[config.mk]
export PLATFORM = sky130hd
export DESIGN_NAME = integer_to_ascii_converter
export DESIGN_NICKNAME = d
export VERILOG_FILES = /design/src/design/i2a_pkg.sv /design/src/design/integer_to_ascii_converter.sv /design/src/design/i2a_ctrl.sv /design/src/design/i2a_datapath.sv
export SDC_FILE = /design/constraint.sdc
export NUM_CORES = 1
export LEC_CHECK = 0
export BUFFER_PORTS_ARGS = -buffer_cell sky130_fd_sc_hd__clkbuf_2
export CAP_MARGIN = 0
export CORE_MARGIN = 4
export CORE_UTILIZATION = 35
export CTS_BUF_LIST = sky130_fd_sc_hd__clkbuf_4 sky130_fd_sc_hd__clkbuf_8
export DETAILED_ROUTE_END_ITERATION = 6
export PLACE_DENSITY_LB_ADDON = 0.25
export SLEW_MARGIN = 20
export SYNTH_ARGS = -nofsm -noshare
export SYNTH_HDL_FRONTEND = slang
export SYNTH_SLANG_ARGS = --single-unit
[constraint.sdc]
create_clock -name i_clk -period 4.6 [get_ports i_clk]
set_input_delay 0.46 -clock i_clk [delete_from_list [all_inputs] [get_ports i_clk]]
set_output_delay 0.46 -clock i_clk [all_outputs]
set_load 0.1 [all_outputs]
[src/design/i2a_pkg.sv]
`default_nettype none

package i2a_pkg;

    // port widths fixed by the interface
    localparam int FUNC_W = 2;
    localparam int IN_W   = 32;
    localparam int CHAR_W = 8;

    localparam int VALUE_WIDTH_DEFAULT = 32;

    // conversion modes
    localparam logic [FUNC_W-1:0] FUNC_SIGNED_DEC   = 2'd0;
    localparam logic [FUNC_W-1:0] FUNC_UNSIGNED_DEC = 2'd1;
    localparam logic [FUNC_W-1:0] FUNC_HEX          = 2'd2;
    // bit 1 of the mode selects hexadecimal, so mode three acts as hex
    localparam int FUNC_HEX_BIT = 1;

    localparam logic [CHAR_W-1:0] CHAR_ZERO  = 8'h30;
    localparam logic [CHAR_W-1:0] CHAR_A     = 8'h61;
    localparam logic [CHAR_W-1:0] CHAR_MINUS = 8'h2d;
    localparam logic [3:0]        DIGIT_MAX  = 4'd9;

    typedef logic [3:0] t_digit;

    typedef struct packed {
        logic load;
        logic step;
        logic count;
        logic emit_sign;
        logic emit_digit;
    } t_cmd;

    typedef struct packed {
        logic is_hex;
        logic minus;
        logic step_last;
        logic digit_last;
    } t_status;

    // decimal digits of 2**w - 1, 1233/4096 approximates log10(2)
    function automatic int dec_digits(input int w);
        return (w * 1233) / 4096 + 1;
    endfunction

    function automatic int store_depth(input int w);
        int dec;
        int hex;
        dec = dec_digits(w);
        hex = (w + 3) / 4;
        return (dec > hex) ? dec : hex;
    endfunction

    function automatic logic [CHAR_W-1:0] ascii_of(input t_digit d);
        logic [CHAR_W-1:0] code;
        if (d > DIGIT_MAX) begin
            code = CHAR_A + CHAR_W'(d) - CHAR_W'(DIGIT_MAX + 4'd1);
        end else begin
            code = CHAR_ZERO + CHAR_W'(d);
        end
        return code;
    endfunction

endpackage

`default_nettype wire

[src/design/integer_to_ascii_converter.sv]
`default_nettype none

// Converts one number to ASCII, most significant character first. A transaction
// is taken when start is high and busy is low; the characters then appear on
// o_character, one per cycle, each valid for the single cycle that o_strobe is
// high, with o_last on the final one. The receiver cannot stall and must take
// every character as it comes. Decimal modes run a shift-add-3 loop that
// handles four bits per cycle; hex skips the loop, its digits being loaded
// directly. A count step then finds the leading digit, after which the
// characters follow, the minus sign included. A number has at most 11
// characters at the default width; the next start is taken in the cycle the
// final character shows on the outputs.
module integer_to_ascii_converter #(
    parameter int VALUE_WIDTH = i2a_pkg::VALUE_WIDTH_DEFAULT
) (
    input  wire logic                        i_clk,
    input  wire logic                        i_rst_n,
    input  wire logic                        start,
    input  wire logic [i2a_pkg::FUNC_W-1:0]  i_func,
    input  wire logic [i2a_pkg::IN_W-1:0]    i_value,
    output logic                             busy,
    output logic                             o_strobe,
    output logic [i2a_pkg::CHAR_W-1:0]       o_character,
    output logic                             o_last
);

    i2a_pkg::t_cmd    cmd;
    i2a_pkg::t_status status;

    i2a_ctrl u_ctrl (
        .i_clk    (i_clk),
        .i_rst_n  (i_rst_n),
        .start    (start),
        .i_status (status),
        .o_cmd    (cmd),
        .busy     (busy)
    );

    i2a_datapath #(
        .VALUE_WIDTH (VALUE_WIDTH)
    ) u_datapath (
        .i_clk       (i_clk),
        .i_rst_n     (i_rst_n),
        .i_func      (i_func),
        .i_value     (i_value),
        .i_cmd       (cmd),
        .o_status    (status),
        .o_strobe    (o_strobe),
        .o_character (o_character),
        .o_last      (o_last)
    );

endmodule

`default_nettype wire

[src/design/i2a_ctrl.sv]
`default_nettype none

module i2a_ctrl (
    input  wire logic             i_clk,
    input  wire logic             i_rst_n,
    input  wire logic             start,
    input  wire i2a_pkg::t_status i_status,
    output i2a_pkg::t_cmd         o_cmd,
    output logic                  busy
);

    localparam logic [2:0] S_IDLE  = 3'd0;
    localparam logic [2:0] S_CONV  = 3'd1;
    localparam logic [2:0] S_COUNT = 3'd2;
    localparam logic [2:0] S_SIGN  = 3'd3;
    localparam logic [2:0] S_DIGIT = 3'd4;

    logic [2:0] r_state;
    logic [2:0] n_state;

    always_comb begin
        n_state = r_state;
        o_cmd   = '0;
        unique case (r_state)
            S_IDLE: begin
                if (start) begin
                    o_cmd.load = 1'b1;
                    n_state    = S_CONV;
                end
            end
            S_CONV: begin
                // hex digits are already in place after the load
                if (i_status.is_hex) begin
                    n_state = S_COUNT;
                end else begin
                    o_cmd.step = 1'b1;
                    if (i_status.step_last) begin
                        n_state = S_COUNT;
                    end
                end
            end
            S_COUNT: begin
                o_cmd.count = 1'b1;
                n_state     = i_status.minus ? S_SIGN : S_DIGIT;
            end
            S_SIGN: begin
                o_cmd.emit_sign = 1'b1;
                n_state         = S_DIGIT;
            end
            S_DIGIT: begin
                o_cmd.emit_digit = 1'b1;
                if (i_status.digit_last) begin
                    n_state = S_IDLE;
                end
            end
            default: begin
                n_state = S_IDLE;
            end
        endcase
    end

    always_ff @(posedge i_clk) begin
        if (!i_rst_n) begin
            r_state <= S_IDLE;
        end else begin
            r_state <= n_state;
        end
    end

    assign busy = (r_state != S_IDLE);

    a_accept_busy: assert property (@(posedge i_clk) disable iff (!i_rst_n)
        start && !busy |=> busy)
        else $error("accepted transaction did not raise busy");

    a_last_frees: assert property (@(posedge i_clk) disable iff (!i_rst_n)
        o_cmd.emit_digit && i_status.digit_last |=> !busy)
        else $error("busy held after final character");

endmodule

`default_nettype wire

[src/design/i2a_datapath.sv]
`default_nettype none

module i2a_datapath #(
    parameter int VALUE_WIDTH = i2a_pkg::VALUE_WIDTH_DEFAULT
) (
    input  wire logic                         i_clk,
    input  wire logic                         i_rst_n,
    input  wire logic [i2a_pkg::FUNC_W-1:0]   i_func,
    input  wire logic [i2a_pkg::IN_W-1:0]     i_value,
    input  wire i2a_pkg::t_cmd                i_cmd,
    output i2a_pkg::t_status                  o_status,
    output logic                              o_strobe,
    output logic [i2a_pkg::CHAR_W-1:0]        o_character,
    output logic                              o_last
);

    // magnitude padded to whole nibbles, four bits converted per step
    localparam int MAG_W  = ((VALUE_WIDTH + 3) / 4) * 4;
    localparam int NIB    = MAG_W / 4;
    localparam int DEPTH  = i2a_pkg::store_depth(VALUE_WIDTH);
    localparam int IDX_W  = $clog2(DEPTH);
    localparam int STEP_W = $clog2(NIB);

    i2a_pkg::t_digit             r_store [DEPTH];
    i2a_pkg::t_digit             n_store [DEPTH];
    logic [MAG_W-1:0]            r_shift;
    logic [MAG_W-1:0]            n_shift;
    logic                        r_hex;
    logic                        n_hex;
    logic                        r_minus;
    logic                        n_minus;
    logic [STEP_W-1:0]           r_step;
    logic [STEP_W-1:0]           n_step;
    logic [IDX_W-1:0]            r_index;
    logic [IDX_W-1:0]            n_index;
    logic                        r_strobe;
    logic                        n_strobe;
    logic [i2a_pkg::CHAR_W-1:0]  r_char;
    logic [i2a_pkg::CHAR_W-1:0]  n_char;
    logic                        r_last;
    logic                        n_last;

    logic [VALUE_WIDTH+i2a_pkg::IN_W-1:0] w_ext;
    logic [VALUE_WIDTH-1:0]      w_val;
    logic                        w_neg;
    logic [VALUE_WIDTH-1:0]      w_abs;
    logic [MAG_W-1:0]            w_mag;
    i2a_pkg::t_digit             w_bcd [DEPTH];
    logic [MAG_W-1:0]            w_shift;
    logic [IDX_W-1:0]            w_top;

    // take the low VALUE_WIDTH bits, zero above the input width
    assign w_ext = {{VALUE_WIDTH{1'b0}}, i_value};
    assign w_val = w_ext[VALUE_WIDTH-1:0];
    assign w_neg = (i_func == i2a_pkg::FUNC_SIGNED_DEC) && w_val[VALUE_WIDTH-1];
    assign w_abs = w_neg ? (~w_val + VALUE_WIDTH'(1)) : w_val;
    assign w_mag = MAG_W'(w_abs);

    // four shift-add-3 steps per cycle
    always_comb begin
        w_bcd   = r_store;
        w_shift = r_shift;
        for (int s = 0; s < 4; s++) begin
            for (int i = 0; i < DEPTH; i++) begin
                if (w_bcd[i] >= 4'd5) begin
                    w_bcd[i] = w_bcd[i] + 4'd3;
                end
            end
            for (int i = DEPTH - 1; i > 0; i--) begin
                w_bcd[i] = {w_bcd[i][2:0], w_bcd[i-1][3]};
            end
            w_bcd[0] = {w_bcd[0][2:0], w_shift[MAG_W-1]};
            w_shift  = w_shift << 1;
        end
    end

    // index of the leading nonzero digit, zero when all digits are zero
    always_comb begin
        w_top = '0;
        for (int i = 0; i < DEPTH; i++) begin
            if (r_store[i] != 4'd0) begin
                w_top = IDX_W'(i);
            end
        end
    end

    always_comb begin
        n_store  = r_store;
        n_shift  = r_shift;
        n_hex    = r_hex;
        n_minus  = r_minus;
        n_step   = r_step;
        n_index  = r_index;
        n_strobe = 1'b0;
        n_char   = r_char;
        n_last   = r_last;
        if (i_cmd.load) begin
            n_hex   = i_func[i2a_pkg::FUNC_HEX_BIT];
            n_minus = w_neg;
            n_step  = '0;
            n_shift = w_mag;
            for (int i = 0; i < DEPTH; i++) begin
                n_store[i] = 4'd0;
            end
            if (i_func[i2a_pkg::FUNC_HEX_BIT]) begin
                for (int i = 0; i < NIB; i++) begin
                    n_store[i] = w_mag[4*i +: 4];
                end
            end
        end else if (i_cmd.step) begin
            n_store = w_bcd;
            n_shift = w_shift;
            n_step  = r_step + STEP_W'(1);
        end else if (i_cmd.count) begin
            n_index = w_top;
        end else if (i_cmd.emit_sign) begin
            n_strobe = 1'b1;
            n_char   = i2a_pkg::CHAR_MINUS;
            n_last   = 1'b0;
        end else if (i_cmd.emit_digit) begin
            n_strobe = 1'b1;
            n_char   = i2a_pkg::ascii_of(r_store[r_index]);
            n_last   = (r_index == '0);
            n_index  = r_index - IDX_W'(1);
        end
    end

    always_ff @(posedge i_clk) begin
        if (!i_rst_n) begin
            r_hex    <= 1'b0;
            r_minus  <= 1'b0;
            r_step   <= '0;
            r_index  <= '0;
            r_strobe <= 1'b0;
        end else begin
            r_hex    <= n_hex;
            r_minus  <= n_minus;
            r_step   <= n_step;
            r_index  <= n_index;
            r_strobe <= n_strobe;
        end
    end

    always_ff @(posedge i_clk) begin
        r_store <= n_store;
        r_shift <= n_shift;
        r_char  <= n_char;
        r_last  <= n_last;
    end

    assign o_status.is_hex     = r_hex;
    assign o_status.minus      = r_minus;
    assign o_status.step_last  = (r_step == STEP_W'(NIB - 1));
    assign o_status.digit_last = (r_index == '0);
    assign o_strobe    = r_strobe;
    assign o_character = r_char;
    assign o_last      = r_last;

    a_gap_after_last: assert property (@(posedge i_clk) disable iff (!i_rst_n)
        o_strobe && o_last |=> !o_strobe)
        else $error("character right after final character");

    a_sign_not_last: assert property (@(posedge i_clk) disable iff (!i_rst_n)
        o_strobe && (o_character == i2a_pkg::CHAR_MINUS) |-> !o_last)
        else $error("minus sign marked as final character");

    a_sign_needs_minus: assert property (@(posedge i_clk) disable iff (!i_rst_n)
        i_cmd.emit_sign |-> r_minus)
        else $error("minus emitted for non-negative value");

endmodule

`default_nettype wire

==> summary.txt, run 1 <==
Hold WC Path Type - in -> reg
Share of layout cells above drive strength 1 - 13.43%
Critical Path Sink - u_datapath.r_store[2]$_SDFFE_PP0P_
Worst Path Max Fanout - 4
Final ANT Viol Nets - 0
Critical path capture point type - flip-flop
Post-synth ARST share - 0%
Final setup violating endpoints - 0
Initial drt markers - 809
Reg area - 0.002585 mm²
Maximum number of pins on one net before global-route repair - 64
Cell Chain, Critical Path - inv_2, ha_2, nand2b_1, a21o_1, xnor2_2, inv_1, ha_1, nor2b_1, a211o_1, and2_1, xnor2_2, ha_1, nand2b_1, nand2_1, a2111oi_2, a41oi_1, and3_4, xor2_4, ha_1, nor2b_1, o21ai_2, mux2i_1, a22o_1
CTS buffer count - 9
Worst path top cell family by delay - compound AO/OA/AOI/OAI gates
CP required - 4.95 ns
Average routed wire per standard cell - 17.12 µm
Initial antenna violation count - 0
Syn Area/Cell - 7.906 µm²
Worst slew margin - 39.21%
Final period utilization - 94.26%
Nets - 1373
Synth Flop Type - edfxtp_1
Hold_buf cts - 0
Max Clock Skew - 0.01512 ns
Final GP Congestion - 0.8266
CTS tree - yes
#FFs+latches synth - 93
Status - finished, final reports clean
Post-Route M1 WL - 13590 µm
CP max stage cell - dfxtp_1
Post-Syn Instances - 1261
Top Ports - 48
CP most frequent cell - ha_1
Core area - 0.02793 mm²
Clock-pin slew on the worst setup and hold paths - 0.11 ns
Layout area overhead - 9.488%
Origin of the worst setup path - u_datapath.r_store[0]$_SDFFE_PP0P_
Met3 WL post-DR - 1423 µm
Critical path type - reg -> reg
Max Cap Viol - 0
Wire length on met2 - 13250 µm
Design area - 0.01092 mm²
Placed wire-length estimate - 21190 µm
CTS H-tree lvls - 3
GR Overflow Total - 0
Vias in the first global route - 8721
Worst-margin pin slew - 0.9118 ns
Worst EP arrival - 4.68 ns
Starting Density - 35.69%
Vert. Die Dim - 176.8 µm
Routed WL - 28520 µm
Reg2Reg Depth - 23
Setup crit start kind - flip-flop
Fin crit period - 4.336 ns
Syn Nets - 1351
Fill cell total of the finished layout - 2923
Vias per cell - 5.716
Commonest non-fill, non-tap cell in the layout - nand2_1
F_max - 230.6 MHz
Cell Area, Placed - 0.01063 mm²
R2R Path Start - u_datapath.r_store[0]$_SDFFE_PP0P_
Ant. Diodes - 0
Buffers & Inverters on Critical Path - 2
Synth cell types - 95
Tot GR Track Use - 18.01%
Commonest cells after routing, fill and taps aside - 154 x nand2_1, 102 x o21ai_0, 85 x a21oi_1, 85 x nor2_1, 72 x edfxtp_1
First-pass GRT wire length - 46140 µm
Port Buffers - 46
Clock Path Buffers - 2
CTS Sinks - 93
Full die area - 0.03125 mm²
Die Wd - 176.8 µm
Initial DRT Pass Iterations - 7
Final slew viol count - 0
Final Hold Viols - 0
Vias - 9523
Synth warn - 0
Number of synthesized flops with an enable pin - 72
Instance count on the critical path - 23
Area of the multi-input gates - 0.006953 mm²
DR top layer - met4
Post-Synthesis Cell Area - 0.009970 mm²
Max stage delay on crit path - 0.35 ns
HP Start - i_value[10]
Num rows - 61
FF-to-FF setup slack - 0.26 ns
DRC Markers - 0
Clock root buffer - clkbuf_8
Post-synthesis sequential area ratio - 25.90%
RR Endpoint - u_datapath.r_store[2]$_SDFFE_PP0P_
Worst-Skew Late Latency - 0.39 ns
cell type report:
| cell class | count | area share [%] |
|---|---|---|
| multi-input combinational | 1032 | 63.70 |
| sequential | 93 | 23.68 |
| tap | 378 | 4.333 |
| timing repair buffer | 78 | 4.310 |
| inverter | 69 | 2.373 |
| clock buffer | 10 | 1.204 |
| clock inverter | 6 | 0.4012 |
worst register-to-register path, cell delays in order (launching register included):
cell and delay [ns]:
dfxtp_1 0.35, inv_2 0.10, ha_2 0.21, nand2b_1 0.08
a21o_1 0.25, xnor2_2 0.19, inv_1 0.08, ha_1 0.22
nor2b_1 0.16, a211o_1 0.24, and2_1 0.21, xnor2_2 0.20
ha_1 0.17, nand2b_1 0.13, nand2_1 0.09, a2111oi_2 0.22
a41oi_1 0.10, and3_4 0.24, xor2_4 0.16, ha_1 0.24
nor2b_1 0.14, o21ai_2 0.19, mux2i_1 0.20, a22o_1 0.13
logic make-up (layout without fill, tap and decap cells):
family | Yosys count | after routing | share of synthesized area, %
and+or+nand+nor | 459 | 459 | 22.67
AOI/OAI and AO/OA | 403 | 403 | 26.98
buffers and inverters | 136 | 163 | 5.321
DFF | 93 | 93 | 25.90
adders and majority gates | 60 | 60 | 7.367
xor gates and xnor gates | 56 | 56 | 5.146
muxes | 53 | 53 | 6.576
other | 1 | 1 | 0.03761
metal layers:
metal	vias up	global-route usage, %
met1	4525	25.61
li1	4738	-
met4	0	2.740
met5	-	0
met3	21	2.777
met2	239	29.60
registers in the layout, summed over array words and instances (netlist names), 3 cells and up:
signal / count
u_datapath.o_character: 7
u_datapath.r_index: 4
u_datapath.r_step: 3
u_datapath.r_store: 40
u_ctrl.r_state: 3
u_datapath.r_shift: 32
what timing repair did:
item	in CTS	in global routing
pin swaps	0	1
setup endpoints to repair	2	7
setup buffers	0	3
gates resized for setup	2	20
worst min-delay path by stage:
| stage | end | slack [ns] | cells past startpoint |
|---|---|---|---|
| finish | u_datapath.r_store[30]$_DFFE_PN_ | 0.40 | 3 |
| global route | u_datapath.r_store[38]$_DFFE_PN_ | 0.41 | 2 |
| CTS | u_datapath.r_store[30]$_DFFE_PN_ | 0.38 | 3 |
| detailed placement | u_datapath.r_minus$_SDFFE_PN0P_ | 0.46 | 2 |
| global placement | u_datapath.r_step[2]$_SDFFE_PP0P_ | 0.45 | 2 |
| floorplan | u_datapath.r_step[1]$_SDFFE_PP0P_ | 0.44 | 2 |
through the flow:
step | setup TNS, ns | hold WS [ns] | utilization [%] | instances | worst slack [ns]
after global placement | 0 | 0.4520 | 38.04 | 1647 | 0.1165
final | 0 | 0.4021 | 39.08 | 1666 | 0.2641
after global routing | -0.01228 | 0.4145 | 39.08 | 1666 | -0.01228
after detailed placement | -0.1204 | 0.4572 | 38.04 | 1647 | -0.06495
after floorplan | 0 | 0.4395 | - | 1261 | 0.4349
after CTS | 0 | 0.3765 | 38.72 | 1663 | 0.005010
cells in the mapped netlist, drive strengths merged, types with 12 or more instances:
library cell / n / area (µm²)
or3: 18 / 112.6
xor2: 20 / 175.2
buf: 19 / 91.34
nor2b: 14 / 87.58
nand2: 157 / 599.3
nand3: 45 / 225.2
dfxtp: 21 / 420.4
a211oi: 15 / 112.6
nand2b: 27 / 171.4
mux2: 14 / 157.7
ha: 53 / 663.1
o211ai: 18 / 140.1
mux2i: 31 / 317.8
nor3: 30 / 161.4
nor2: 85 / 319.1
a31oi: 19 / 118.9
o22ai: 12 / 75.07
o21ai: 118 / 598.1
edfxtp: 72 / 2162
and2: 18 / 112.6
o31ai: 14 / 110.1
clkbuf: 48 / 180.2
inv: 68 / 255.3
xnor2: 36 / 337.8
a21oi: 92 / 490.5
Power of run 1 is not shown: default switching activity piles up to over one toggle a cycle in this logic, so the estimate is an artifact.
==> run 2, diff against run 1 <==
- ABC_CLOCK_PERIOD_IN_PS: not set -> 4600
- REMOVE_ABC_BUFFERS: not set -> 1
==> run 2 against run 1 <==
  * Final area is 0.68% higher
  * Utilization is 0.26 points higher
  * Non-clock buffer count is 6 lower
  * Via count is 0.28% lower
  * Setup slack worse by 0.036 ns
  * Critical path depth stayed put
  * Global-route usage is 0.16 points lower
  * Clock skew is 0.0022 ns higher
  * Fmax is 0.82% lower
==> summary.txt, run 2 (synthesized netlist as in run 1, its figures left out) <==
Reg2Reg Depth - 23 (unchanged)
Commonest cells after routing, fill and taps aside - 153 x nand2_1, 100 x o21ai_0, 85 x nor2_1 (was 154 x nand2_1, 102 x o21ai_0, 85 x a21oi_1, 85 x nor2_1, 72 x edfxtp_1)
Max Cap Viol - 0 (unchanged)
Final GP Congestion - 0.8713 (was 0.8266)
Vias in the first global route - 8792 (was 8721)
Worst-margin pin slew - 0.9292 ns (was 0.9118 ns)
CTS tree - yes (unchanged)
Buffers & Inverters on Critical Path - 2 (unchanged)
Reg with most FFs - u_datapath.r_store (unchanged)
Setup crit start kind - flip-flop (unchanged)
Fill cell total of the finished layout - 2893 (was 2923)
Worst path top cell family by delay - compound AO/OA/AOI/OAI gates (unchanged)
Max stage delay on crit path - 0.35 ns (about the same)
DRC Markers - 0 (unchanged)
RR Endpoint - u_datapath.r_store[2]$_SDFFE_PP0P_ (unchanged)
Worst-Skew Late Latency - 0.39 ns (about the same)
Final slew viol count - 0 (unchanged)
Final setup violating endpoints - 0 (unchanged)
Hold depth - 3 (unchanged)
Port Buffers - 46 (unchanged)
Final Hold Viols - 0 (unchanged)
Nets - 1367 (was 1373)
Vias - 9496 (was 9523)
Hold_buf cts - 0 (unchanged)
Clock-pin slew on the worst setup and hold paths - 0.10 ns (was 0.11 ns)
Initial DRT Pass Iterations - 5 (was 7)
Instance count on the critical path - 23 (unchanged)
FF-to-FF setup slack - 0.23 ns (was 0.26 ns)
Initial antenna violation count - 0 (unchanged)
Vias per cell - 5.720 (was 5.716)
Tot GR Track Use - 17.85% (was 18.01%)
Final ANT Viol Nets - 0 (unchanged)
Status - finished, final reports clean (unchanged)
Top Ports - 48 (unchanged)
Clock Path Buffers - 2 (unchanged)
CTS buffer count - 9 (unchanged)
GR Overflow Total - 0 (unchanged)
CP max stage cell - dfxtp_2 (was dfxtp_1)
Die Wd - 176.8 µm (unchanged)
Starting Density - 35.69% (unchanged)
Share of layout cells above drive strength 1 - 13.42% (was 13.43%)
Hold WC Path Type - in -> reg (unchanged)
Full die area - 0.03125 mm² (unchanged)
R2R Path Start - u_datapath.r_store[1]$_SDFFE_PP0P_ (was u_datapath.r_store[0]$_SDFFE_PP0P_)
Vert. Die Dim - 176.8 µm (unchanged)
First-pass GRT wire length - 45490 µm (was 46140 µm)
Num rows - 61 (unchanged)
Worst Path Max Fanout - 3 (was 4)
CTS H-tree lvls - 3 (unchanged)
CP most frequent cell - ha_1 (unchanged)
CTS Sinks - 93 (unchanged)
Critical path capture point type - flip-flop (unchanged)
Critical path type - reg -> reg (unchanged)
F_max - 228.7 MHz (was 230.6 MHz)
Commonest non-fill, non-tap cell in the layout - nand2_1 (unchanged)
Maximum number of pins on one net before global-route repair - 66 (was 64)
Cell Chain, Critical Path - inv_1, ha_1, nand2b_1, a21o_1, xnor2_2, inv_1, ha_1, nor2b_1, a211o_1, and2_4, xnor2_2, ha_1, nand2b_1, nand2_2, a2111oi_4, a41oi_2, and3_4, xor2_4, ha_2, nor2b_1, o21ai_2, mux2i_1, a22o_1 (was inv_2, ha_2, nand2b_1, a21o_1, xnor2_2, inv_1, ha_1, nor2b_1, a211o_1, and2_1, xnor2_2, ha_1, nand2b_1, nand2_1, a2111oi_2, a41oi_1, and3_4, xor2_4, ha_1, nor2b_1, o21ai_2, mux2i_1, a22o_1)
Hold EP - u_datapath.r_store[31]$_DFFE_PN_ (was u_datapath.r_store[30]$_DFFE_PN_)
Layout area overhead - 10.23% (was 9.488%)
Ant. Diodes - 0 (unchanged)
HP Start - i_value[11] (was i_value[10])
CP required - 4.94 ns (was 4.95 ns)
Final period utilization - 95.04% (was 94.26%)
Clock root buffer - clkbuf_8 (unchanged)
Initial drt markers - 860 (was 809)
Worst EP arrival - 4.71 ns (was 4.68 ns)
Placed wire-length estimate - 20920 µm (was 21190 µm)
Max reg flops - 40 (unchanged)
Routed WL - 28440 µm (was 28520 µm)
Worst slew margin - 37.97% (was 39.21%)
Fin crit period - 4.372 ns (was 4.336 ns)
Core area - 0.02793 mm² (unchanged)
Max Clock Skew - 0.01731 ns (was 0.01512 ns)
Average routed wire per standard cell - 17.13 µm (was 17.12 µm)
Final Util - 39.34% (was 39.08%)
==> run 2: cell count changes in the layout (fill, tap and decap cells not counted), moves of 2 or more <==
cell	delta
bufinv_16	+2
o21ai_0	-2
inv_6	+2
xnor2_2	+2
ha_2	-2
xnor2_1	-2
o21ai_1	+2
buf_4	-7
inv_4	-3
==> run 2: repair_timing <==
item                                    CTS  global route
endpoints found under the setup margin    2            10
resized for setup                         2            29
setup buffers                             0             5
pin swaps                                 0             3
endpoints found under the hold margin     0             0
==> run 2: layout make-up <==
type                            instances  area, µm²  share of cell area (%)
Clock inverter                          6      91.34                  0.8312
Clock buffer                           10      137.6                   1.252
Sequential cell                        93       2585                   23.52
Timing Repair Buffer                   72      437.9                   3.985
Tap cell                              378      473.0                   4.304
Inverter                               69      259.0                   2.357
Multi-Input combinational cell       1032       7005                   63.75
==> run 2: worst max-delay path by stage <==
stage                                        from                                 end
4_1_cts        u_datapath.r_store[0]$_SDFFE_PP0P_  u_datapath.r_store[2]$_SDFFE_PP0P_
6_report       u_datapath.r_store[1]$_SDFFE_PP0P_  u_datapath.r_store[2]$_SDFFE_PP0P_
3_5_place_dp   u_datapath.r_store[0]$_SDFFE_PP0P_  u_datapath.r_store[2]$_SDFFE_PP0P_
2_1_floorplan  u_datapath.r_store[1]$_SDFFE_PP0P_  u_datapath.r_store[2]$_SDFFE_PP0P_
3_3_place_gp   u_datapath.r_store[1]$_SDFFE_PP0P_  u_datapath.r_store[2]$_SDFFE_PP0P_
5_1_grt        u_datapath.r_store[1]$_SDFFE_PP0P_  u_datapath.r_store[2]$_SDFFE_PP0P_
==> run 2: worst reg2reg max path, stage by stage (launching register included) <==
cell	delay, ns
dfxtp_2	0.35
inv_1	0.08
ha_1	0.17
nand2b_1	0.15
a21o_1	0.23
xnor2_2	0.23
inv_1	0.09
ha_1	0.22
nor2b_1	0.17
a211o_1	0.27
and2_4	0.19
xnor2_2	0.14
ha_1	0.22
nand2b_1	0.13
nand2_2	0.09
a2111oi_4	0.23
a41oi_2	0.09
and3_4	0.25
xor2_4	0.16
ha_2	0.21
nor2b_1	0.13
o21ai_2	0.17
mux2i_1	0.21
a22o_1	0.13
==> run 2: through the flow <==
stage                     setup slack [ns]  instances  hold slack (ns)  TNS (ns)  cell area [µm²]
after floorplan                     0.4315       1194           0.4391         0             9698
after CTS                          0.02361       1655           0.3748         0            10820
after detailed placement          -0.03277       1639           0.4575  -0.03277            10580
after global routing              -0.03785       1660           0.3922  -0.03785            10990
final                               0.2282       1660           0.3944         0            10990
after global placement              0.1297       1639           0.4461         0            10580
==> run 2: layer usage <==
metal  part of all wire, %  track usage [%]  vias to the layer above
li1                      -                -                     4717
met1                    48            25.06                     4505
met2                    45            28.39                      230
met3                   4.2            2.222                       44
met4                   2.6            6.254                        0
met5                     0                0                        -
Power of run 2 is left out for the same reason.
